`config.mk`:
```
export PLATFORM = sky130hd
export DESIGN_NAME = rational_reconstruction_core
export DESIGN_NICKNAME = d
export VERILOG_FILES = /design/src/rtl/rrc_pkg.sv /design/src/rtl/rational_reconstruction_core.sv
export SDC_FILE = /design/constraint.sdc
export NUM_CORES = 2
export LEC_CHECK = 0
export ABC_AREA = 0
export BUFFER_PORTS_ARGS = -buffer_cell sky130_fd_sc_hd__buf_4
export CAP_MARGIN = 10
export CORE_ASPECT_RATIO = 1.1
export CORE_MARGIN = 3
export CORE_UTILIZATION = 45
export CTS_CLUSTER_DIAMETER = 60
export DETAILED_ROUTE_END_ITERATION = 16
export SLEW_MARGIN = 10
export SYNTH_ARGS = -nofsm -noshare
export SYNTH_HDL_FRONTEND = slang
export SYNTH_SLANG_ARGS = --single-unit
```
`constraint.sdc`:
```
create_clock -name clk -period 25.3 [get_ports clk]
set_clock_uncertainty 0.2 [all_clocks]
set_input_delay 2.53 -clock clk [delete_from_list [all_inputs] [get_ports clk]]
set_output_delay 2.53 -clock clk [all_outputs]
set_load 0.01 [all_outputs]
```
`src/rtl/rrc_pkg.sv`:
```
// ----------------------------------------------------------------------------
// rrc_pkg - shared definitions for the rational reconstruction core
// Field widths, reset values, register indexes and the microcode program.
// ----------------------------------------------------------------------------
`default_nettype none

package rrc_pkg;

	// Fixed field widths.
	localparam int unsigned NUM_W   = 62;
	localparam int unsigned DEN_W   = 31;
	localparam int unsigned CFG_W   = 62;
	localparam int unsigned CIDX_W  = 1;
	localparam int unsigned STEP_W  = 4;

	// Register reset values.
	localparam logic [CFG_W-1:0] MODULUS_RESET = 62'd998244353;
	localparam logic [DEN_W-1:0] LIMIT_RESET   = 31'd1000;

	// Configuration register indexes.
	localparam logic [CIDX_W-1:0] REG_MODULUS = 1'b0;
	localparam logic [CIDX_W-1:0] REG_LIMIT   = 1'b1;

	// Datapath actions.
	typedef enum logic [2:0] {
		ACT_NONE,
		ACT_LOAD,
		ACT_UP,
		ACT_DOWN,
		ACT_NB,
		ACT_SETUP,
		ACT_ROTATE,
		ACT_EMIT
	} act_t;

	// Jump conditions.
	typedef enum logic [2:0] {
		CND_NEVER,
		CND_ALWAYS,
		CND_NOT_START,
		CND_DZERO,
		CND_CAN_UP,
		CND_K_NZ,
		CND_DONE
	} cnd_t;

	typedef struct packed {
		act_t              act;
		cnd_t              cnd;
		logic [STEP_W-1:0] target;
	} ctrl_t;

	// Program step addresses.
	localparam logic [STEP_W-1:0] STEP_WAIT   = 4'd0;
	localparam logic [STEP_W-1:0] STEP_CHKD   = 4'd1;
	localparam logic [STEP_W-1:0] STEP_NBUP   = 4'd2;
	localparam logic [STEP_W-1:0] STEP_NBDN   = 4'd3;
	localparam logic [STEP_W-1:0] STEP_NBST   = 4'd4;
	localparam logic [STEP_W-1:0] STEP_TEST   = 4'd5;
	localparam logic [STEP_W-1:0] STEP_UP     = 4'd6;
	localparam logic [STEP_W-1:0] STEP_DN     = 4'd7;
	localparam logic [STEP_W-1:0] STEP_ROT    = 4'd8;
	localparam logic [STEP_W-1:0] STEP_EMIT   = 4'd9;

	// Microcode ROM: one control word per step.
	function automatic ctrl_t ucode_rom(input logic [STEP_W-1:0] step);
		ctrl_t w;
		w = '{act: ACT_NONE, cnd: CND_ALWAYS, target: STEP_WAIT};
		unique case (step)
			STEP_WAIT: w = '{act: ACT_LOAD,   cnd: CND_NOT_START, target: STEP_WAIT};
			STEP_CHKD: w = '{act: ACT_NONE,   cnd: CND_DZERO,     target: STEP_NBST};
			STEP_NBUP: w = '{act: ACT_UP,     cnd: CND_CAN_UP,    target: STEP_NBUP};
			STEP_NBDN: w = '{act: ACT_DOWN,   cnd: CND_K_NZ,      target: STEP_NBDN};
			STEP_NBST: w = '{act: ACT_NB,     cnd: CND_NEVER,     target: STEP_WAIT};
			STEP_TEST: w = '{act: ACT_SETUP,  cnd: CND_DONE,      target: STEP_EMIT};
			STEP_UP:   w = '{act: ACT_UP,     cnd: CND_CAN_UP,    target: STEP_UP};
			STEP_DN:   w = '{act: ACT_DOWN,   cnd: CND_K_NZ,      target: STEP_DN};
			STEP_ROT:  w = '{act: ACT_ROTATE, cnd: CND_ALWAYS,    target: STEP_TEST};
			STEP_EMIT: w = '{act: ACT_EMIT,   cnd: CND_ALWAYS,    target: STEP_WAIT};
			default:   w = '{act: ACT_NONE,   cnd: CND_ALWAYS,    target: STEP_WAIT};
		endcase
		return w;
	endfunction

endpackage

`default_nettype wire

```
`src/rtl/rational_reconstruction_core.sv`:
```
// ----------------------------------------------------------------------------
// rational_reconstruction_core - fraction recovery from a modular residue
// Finds p/q with p = +/-x*q mod m, p below m/(2d) and q below d, by Euclid's
// remainder sequence on a shift-subtract datapath run by a microcode ROM.
// ----------------------------------------------------------------------------
// A residue item is taken when start is high and busy is low. The core then
// stays busy for a data-dependent run time and presents one result
// with done high for exactly one cycle; the receiver cannot stall it, so it
// must capture numerator, denominator and found in that cycle. Run time is
// set by the single shift-subtract divider that the microcode reuses for
// the numerator bound m/(2d) and for the quotient q of every Euclid step.
// The bound division and the Euclid quotients each add up to at most about
// DATA_WIDTH quotient bits. Long runs of unit quotients on a 62-bit modulus
// with a small limit are the slowest case.
// The modulus and denominator limit may only be written while busy is low.
// ----------------------------------------------------------------------------
`default_nettype none

module rational_reconstruction_core #(
	parameter int unsigned DATA_WIDTH = 62
) (
	input  wire logic                                  clk,
	input  wire logic                                  arst_n,
	input  wire logic                                  start,
	output logic                                       busy,
	input  wire logic [rrc_pkg::NUM_W-1:0]             residue,
	input  wire logic                                  cfg_write,
	input  wire logic [rrc_pkg::CIDX_W-1:0]            cfg_index,
	input  wire logic [rrc_pkg::CFG_W-1:0]             cfg_data,
	output logic                                       done,
	output logic [rrc_pkg::NUM_W-1:0]                  numerator,
	output logic [rrc_pkg::DEN_W-1:0]                  denominator,
	output logic                                       found
);

	import rrc_pkg::*;

	// The divider must also hold 2*d, which is 32 bits wide.
	localparam int unsigned W  = DATA_WIDTH;
	localparam int unsigned XW = (DATA_WIDTH > 32) ? DATA_WIDTH : 32;
	localparam int unsigned KW = $clog2(XW);

	// Control state.
	logic [STEP_W-1:0] step_q;
	logic              done_q;
	logic [W-1:0]      modulus_q;
	logic [DEN_W-1:0]  limit_q;

	// Euclid pair (u = older row, v = current row) and numerator bound.
	logic [W-1:0]      ur_q, uc_q, vr_q, vc_q, nb_q;

	// Shift-subtract divider: remainder, shifted divisor, shifted cofactor,
	// cofactor accumulator and shift count.
	logic [XW-1:0]     r_q, dv_q, cm_q, acc_q;
	logic [KW-1:0]     k_q;

	logic [NUM_W-1:0]  numerator_q;
	logic [DEN_W-1:0]  denominator_q;
	logic              found_q;

	ctrl_t             ctrl;
	logic              cond_true;
	logic              can_up;
	logic              k_nz;
	logic              fits;
	logic              euclid_done;
	logic [XW-1:0]     dv_dbl;
	logic [XW-1:0]     vc_ext;

	assign ctrl   = ucode_rom(step_q);
	assign busy   = (step_q != STEP_WAIT);

	// The divisor may be doubled while it stays at or below the remainder.
	assign dv_dbl = {dv_q[XW-2:0], 1'b0};
	assign can_up = !dv_q[XW-1] && (dv_dbl <= r_q);
	assign k_nz   = (k_q != '0);

	// Both bounds hold for the current row.
	assign vc_ext      = XW'(vc_q);
	assign fits        = (vr_q < nb_q) && (vc_ext < XW'(limit_q));
	assign euclid_done = (vr_q == '0) || fits;

	always_comb begin
		unique case (ctrl.cnd)
			CND_NEVER:     cond_true = 1'b0;
			CND_ALWAYS:    cond_true = 1'b1;
			CND_NOT_START: cond_true = !start;
			CND_DZERO:     cond_true = (limit_q == '0);
			CND_CAN_UP:    cond_true = can_up;
			CND_K_NZ:      cond_true = k_nz;
			CND_DONE:      cond_true = euclid_done;
			default:       cond_true = 1'b0;
		endcase
	end

	// Step counter, result strobe and configuration registers.
	always_ff @(posedge clk or negedge arst_n) begin
		if (!arst_n) begin
			step_q    <= STEP_WAIT;
			done_q    <= 1'b0;
			modulus_q <= MODULUS_RESET[W-1:0];
			limit_q   <= LIMIT_RESET;
		end else begin
			step_q <= cond_true ? ctrl.target : STEP_W'(step_q + 1'b1);
			done_q <= (ctrl.act == ACT_EMIT);
			if (cfg_write) begin
				unique case (cfg_index)
					REG_MODULUS: modulus_q <= cfg_data[W-1:0];
					REG_LIMIT:   limit_q   <= cfg_data[DEN_W-1:0];
					default:     ;
				endcase
			end
		end
	end

	// Datapath, steered by the action field of the current control word.
	always_ff @(posedge clk) begin
		unique case (ctrl.act)
			ACT_NONE: ;
			ACT_LOAD: begin
				// Start the bound division m / (2d) and the pairs (m,0), (x,1).
				ur_q  <= modulus_q;
				uc_q  <= '0;
				vr_q  <= residue[W-1:0];
				vc_q  <= W'(1);
				r_q   <= XW'(modulus_q);
				dv_q  <= XW'({limit_q, 1'b0});
				cm_q  <= XW'(1);
				acc_q <= '0;
				k_q   <= '0;
			end
			ACT_UP: begin
				if (can_up) begin
					dv_q <= dv_dbl;
					cm_q <= {cm_q[XW-2:0], 1'b0};
					k_q  <= KW'(k_q + 1'b1);
				end
			end
			ACT_DOWN: begin
				// One quotient bit: subtract the divisor, add the cofactor.
				if (dv_q <= r_q) begin
					r_q   <= r_q - dv_q;
					acc_q <= acc_q + cm_q;
				end
				if (k_nz) begin
					dv_q <= {1'b0, dv_q[XW-1:1]};
					cm_q <= {1'b0, cm_q[XW-1:1]};
					k_q  <= KW'(k_q - 1'b1);
				end
			end
			ACT_NB: nb_q <= acc_q[W-1:0];
			ACT_SETUP: begin
				// Divide ur by vr while accumulating uc + q*vc.
				r_q   <= XW'(ur_q);
				acc_q <= XW'(uc_q);
				dv_q  <= XW'(vr_q);
				cm_q  <= vc_ext;
				k_q   <= '0;
			end
			ACT_ROTATE: begin
				ur_q <= vr_q;
				uc_q <= vc_q;
				vr_q <= r_q[W-1:0];
				vc_q <= acc_q[W-1:0];
			end
			ACT_EMIT: begin
				found_q       <= fits;
				numerator_q   <= fits ? NUM_W'(vr_q) : '0;
				denominator_q <= fits ? vc_ext[DEN_W-1:0] : '0;
			end
			default: ;
		endcase
	end

	assign done        = done_q;
	assign numerator   = numerator_q;
	assign denominator = denominator_q;
	assign found       = found_q;

`ifndef SYNTH
	// An accepted item always makes the core busy on the next cycle.
	a_start_busy: assert property (@(posedge clk) disable iff (!arst_n)
		(start && !busy) |=> busy)
		else $error("accepted item did not start the sequencer");

	// A result only follows a busy cycle.
	a_done_after_busy: assert property (@(posedge clk) disable iff (!arst_n)
		done |-> $past(busy))
		else $error("result strobe without preceding work");

	// A result strobe is always followed by done low.
	a_done_single: assert property (@(posedge clk) disable iff (!arst_n)
		done |=> !done)
		else $error("result strobe lasted more than one cycle");

	// A failed search reports zero values.
	a_not_found_zero: assert property (@(posedge clk) disable iff (!arst_n)
		(done && !found) |-> (numerator == '0 && denominator == '0))
		else $error("nonzero values reported without a fraction");
`endif

endmodule

`default_nettype wire
```
==> flow_metrics.py <==
metrics = {
    "min_path": {
        "hp-class": "reg2reg",
        "min_path_cells": 0,
        "hp-start": "acc_q[2]$_SDFFCE_PP0P_",
        "holdPathEnd": "nb_q[2]$_DFFE_PN_",
    },
    "global_route": {
        "met2_usage_pct": 41.1,
        "grt_usage_pct": 25.4,
        "grt_max_degree": 145,
        "antenna_found_initial": 11,
        "use_met1_pct": 35.5,
        "grt_pass1_vias": 30000,
        "globalRouteMet3Util_pct": 4.18,
        "grt_pass1_wl_mm": 190,
        "busiest_layer": "met2",
        "grt-ovfl-total": 0,
    },
    "timing": {
        "clock.fmax_mhz": 171,
        "rsz0062_at_grt": "no",
        "slew_headroom_pct": 19.4,
        "period_minus_slack_ps": 5850,
        "finalHoldViolCount": 0,
        "final-setup-viol-count": 0,
        "drv_slew": 0,
        "fin_crit_sh_pct": 23.1,
        "tightest_slew_ps": 1210,
        "holdWs_ps": 273,
        "setup_tns_ps": 0,
    },
    "routing": {
        "wl_per_cell_um": 24.1,
        "drt_iter0_markers": 2796,
        "antenna_left": 0,
        "viasPerCell": 5.80,
        "wirelength_mm": 126,
        "drc": 0,
        "via_count": 30400,
        "first_pass_iters": 6,
    },
    "pwr": {
        "ir_drop_v": 0.000113,
        "p_per_area_nw_per_um2": 159,
        "p_leak_nw": 20.0,
    },
    "logic_synthesis": {
        "yosysUniqueCellTypes": 79,
        "ys_seq_area_share_pct": 52.7,
        "syn-cell-area_um2": 42200,
        "ys_ff_latch": 756,
        "avgSynthCellArea_um2": 11.3,
        "yosys_warnings": 0,
        "synth_top_area_share_pct": 46.9,
        "syn_nets": 4156,
        "synthTopCellsByCount": "edfxtp_1 (658), nand2_1 (308), o21ai_0 (298)",
        "synth.most_common_cell": "edfxtp_1",
        "ys_async_sr_fraction_pct": 13.0,
        "synthCells": 3741,
        "synth_top_area_cell": "edfxtp_1",
        "yosys-top-cells-area": "edfxtp_1 (47%), ha_1 (8.4%), mux2_2 (5.8%)",
        "synth_edf_count": 658,
        "synth_flop_cell": "edfxtp_1",
    },
    "place": {
        "dp_hpwl_mm": 88.6,
        "gp_congestion": 0.942,
        "port_buffers": 224,
        "postPlaceCellArea_um2": 45100,
        "placed_cells": 5072,
    },
    "critical_path": {
        "r2r_setup_slack_ps": 19450,
        "cp.required_ps": 25360,
        "cp.arrival_ps": 5900,
        "reg2reg_depth": 7,
        "path_class": "reg2reg",
        "cpMaxStageDelayCell": "a32o_4",
        "reg2reg_to": "cm_q[19]$_SDFFCE_PP0P_",
        "cpMostUsedCell": "buf_4",
        "crit_chain": "inv_1 -> ha_1 -> o21ai_0 -> o21a_4 -> buf_4 -> a32o_4 -> buf_4",
        "crit_fanout": 67,
        "endpoint_kind": "flip-flop",
        "r2r_start": "step_q[1]$_DFFE_PN0P_",
        "critPathLaunchType": "flip-flop",
        "slowest_delay_ps": 1030,
    },
    "clocking": {
        "cts_tree": "built",
        "cts_max_path_buffers": 3,
        "htree_levels": 3,
        "cts_inserted_buffers": 91,
        "ctsHoldBuffers": 0,
        "clock-sinks": 756,
        "clk_pin_slew_worst_paths_ps": 60,
        "cts_setup_buffers": 0,
        "worst_skew_pair.late_latency_ps": 660,
        "cts.repair.resized": 0,
        "cts_root_buf": "clkbuf_16",
    },
    "cells_and_area": {
        "layout.nets": 4331,
        "stdcell_area_um2": 48100,
        "post-route-util_pct": 51.9,
        "syn_to_final_growth_pct": 14.2,
        "layout-drive-gt1-share_pct": 17.0,
        "final_cells": 5241,
        "diodes": 0,
    },
    "floorplan": {
        "num_rows": 117,
        "die_w_um": 298,
        "io_pins": 225,
        "die-area_um2": 97400,
        "core_area_um2": 92800,
        "die_h_um": 327,
        "initial_core_util_pct": 45.4,
    },
    "run": {
        "max-cap-violations": 0,
    },
    "status": {
        "status": "finished clean",
    },
}
## placed cells by master, fill, tap and decap left out, types with 18 or more instances in the layout
master	Yosys	routed
ha_1	283	283
nor4_1	42	42
xnor2_1	68	68
nand4_1	66	66
nand2_1	308	306
dfrtp_1	85	85
nor2_1	137	135
mux2_2	217	217
o21bai_1	20	20
inv_1	258	258
and3_1	107	106
clkbuf_16	0	96
edfxtp_1	658	658
nor3_1	21	19
a21oi_1	238	238
nand3_1	33	33
mux2i_1	93	93
o21ai_0	298	298
and2_1	133	133
o21a_1	19	18
a21o_1	123	123
a22oi_1	56	56
xor2_1	54	54
buf_4	0	261
## cells by family (layout without fill, tap and decap cells)
kind of cell | after synthesis | after routing | share of synthesized area, %
adder cells (fa/ha/maj) | 286 | 286 | 8.54
AND/OR/NAND/NOR | 922 | 922 | 11.0
flip-flops | 756 | 756 | 52.7
buffers and inverters | 439 | 690 | 3.94
XOR/XNOR | 122 | 122 | 2.53
multiplexers | 311 | 311 | 8.03
AO/OA/AOI/OAI | 905 | 905 | 13.3
## registers in the layout (all words and copies together) (netlist names), 62 cells and up
register	count
ur_q	62
numerator	62
nb_q	62
modulus_q	62
dv_q	62
acc_q	62
cm_q	62
vc_ext	62
vr_q	62
r_q	62
uc_q	62
## routing by layer
layer | part of all wire, % | vias up | wire length [um]
met4 | 2.8 | 0 | 3580
met2 | 46 | 1038 | 58600
met1 | 44 | 15000 | 55000
li1 | - | 14200 | -
met3 | 7.1 | 175 | 8940
met5 | 0 | - | 0
## power breakdown
group	internal [W]	switching, W
Combinational	0.00135	0.00236
Clock	0.000764	0.000555
Sequential	0.00217	0.000470
Total	0.00428	0.00339
## worst max path at each step
stage	slack, ps	end	startpoint	depth (start not counted)
finish	19450	cm_q[19]$_SDFFCE_PP0P_	step_q[1]$_DFFE_PN0P_	7
global placement	19550	cm_q[17]$_SDFFCE_PP0P_	step_q[1]$_DFFE_PN0P_	7
detailed placement	19440	cm_q[17]$_SDFFCE_PP0P_	step_q[1]$_DFFE_PN0P_	7
CTS	19400	cm_q[14]$_SDFFCE_PP0P_	step_q[1]$_DFFE_PN0P_	7
global route	19120	cm_q[14]$_SDFFCE_PP0P_	step_q[1]$_DFFE_PN0P_	7
floorplan	12640	uc_q[0]$_SDFFCE_PN0P_	step_q[1]$_DFFE_PN0P_	7
## layout make-up
class                           count  area (um^2)
Inverter                          259          972
Multi-Input combinational cell   2546        18400
Clock inverter                     54          440
Fill cell                        8362        44700
Clock buffer                      115         2560
Timing Repair Buffer              262         1980
Sequential cell                   756        22200
Tap cell                         1249         1560
## stage by stage
step	total power (W)	worst slack, ps
4_1_cts	0.00768	19400
6_report	0.00767	19450
2_1_floorplan	0.00522	12640
3_5_place_dp	0.00634	19440
5_1_grt	0.00820	19120
3_3_place_gp	0.00631	19550
## critical path, delay by kind of cell (launching register included)
family / cells / cell delay, ps
buffers and inverters: 3 / 1850
flip-flops: 1 / 610
AO/OA/AOI/OAI: 3 / 2330
adder cells (fa/ha/maj): 1 / 350
Power figures use the tool's default switching activity.
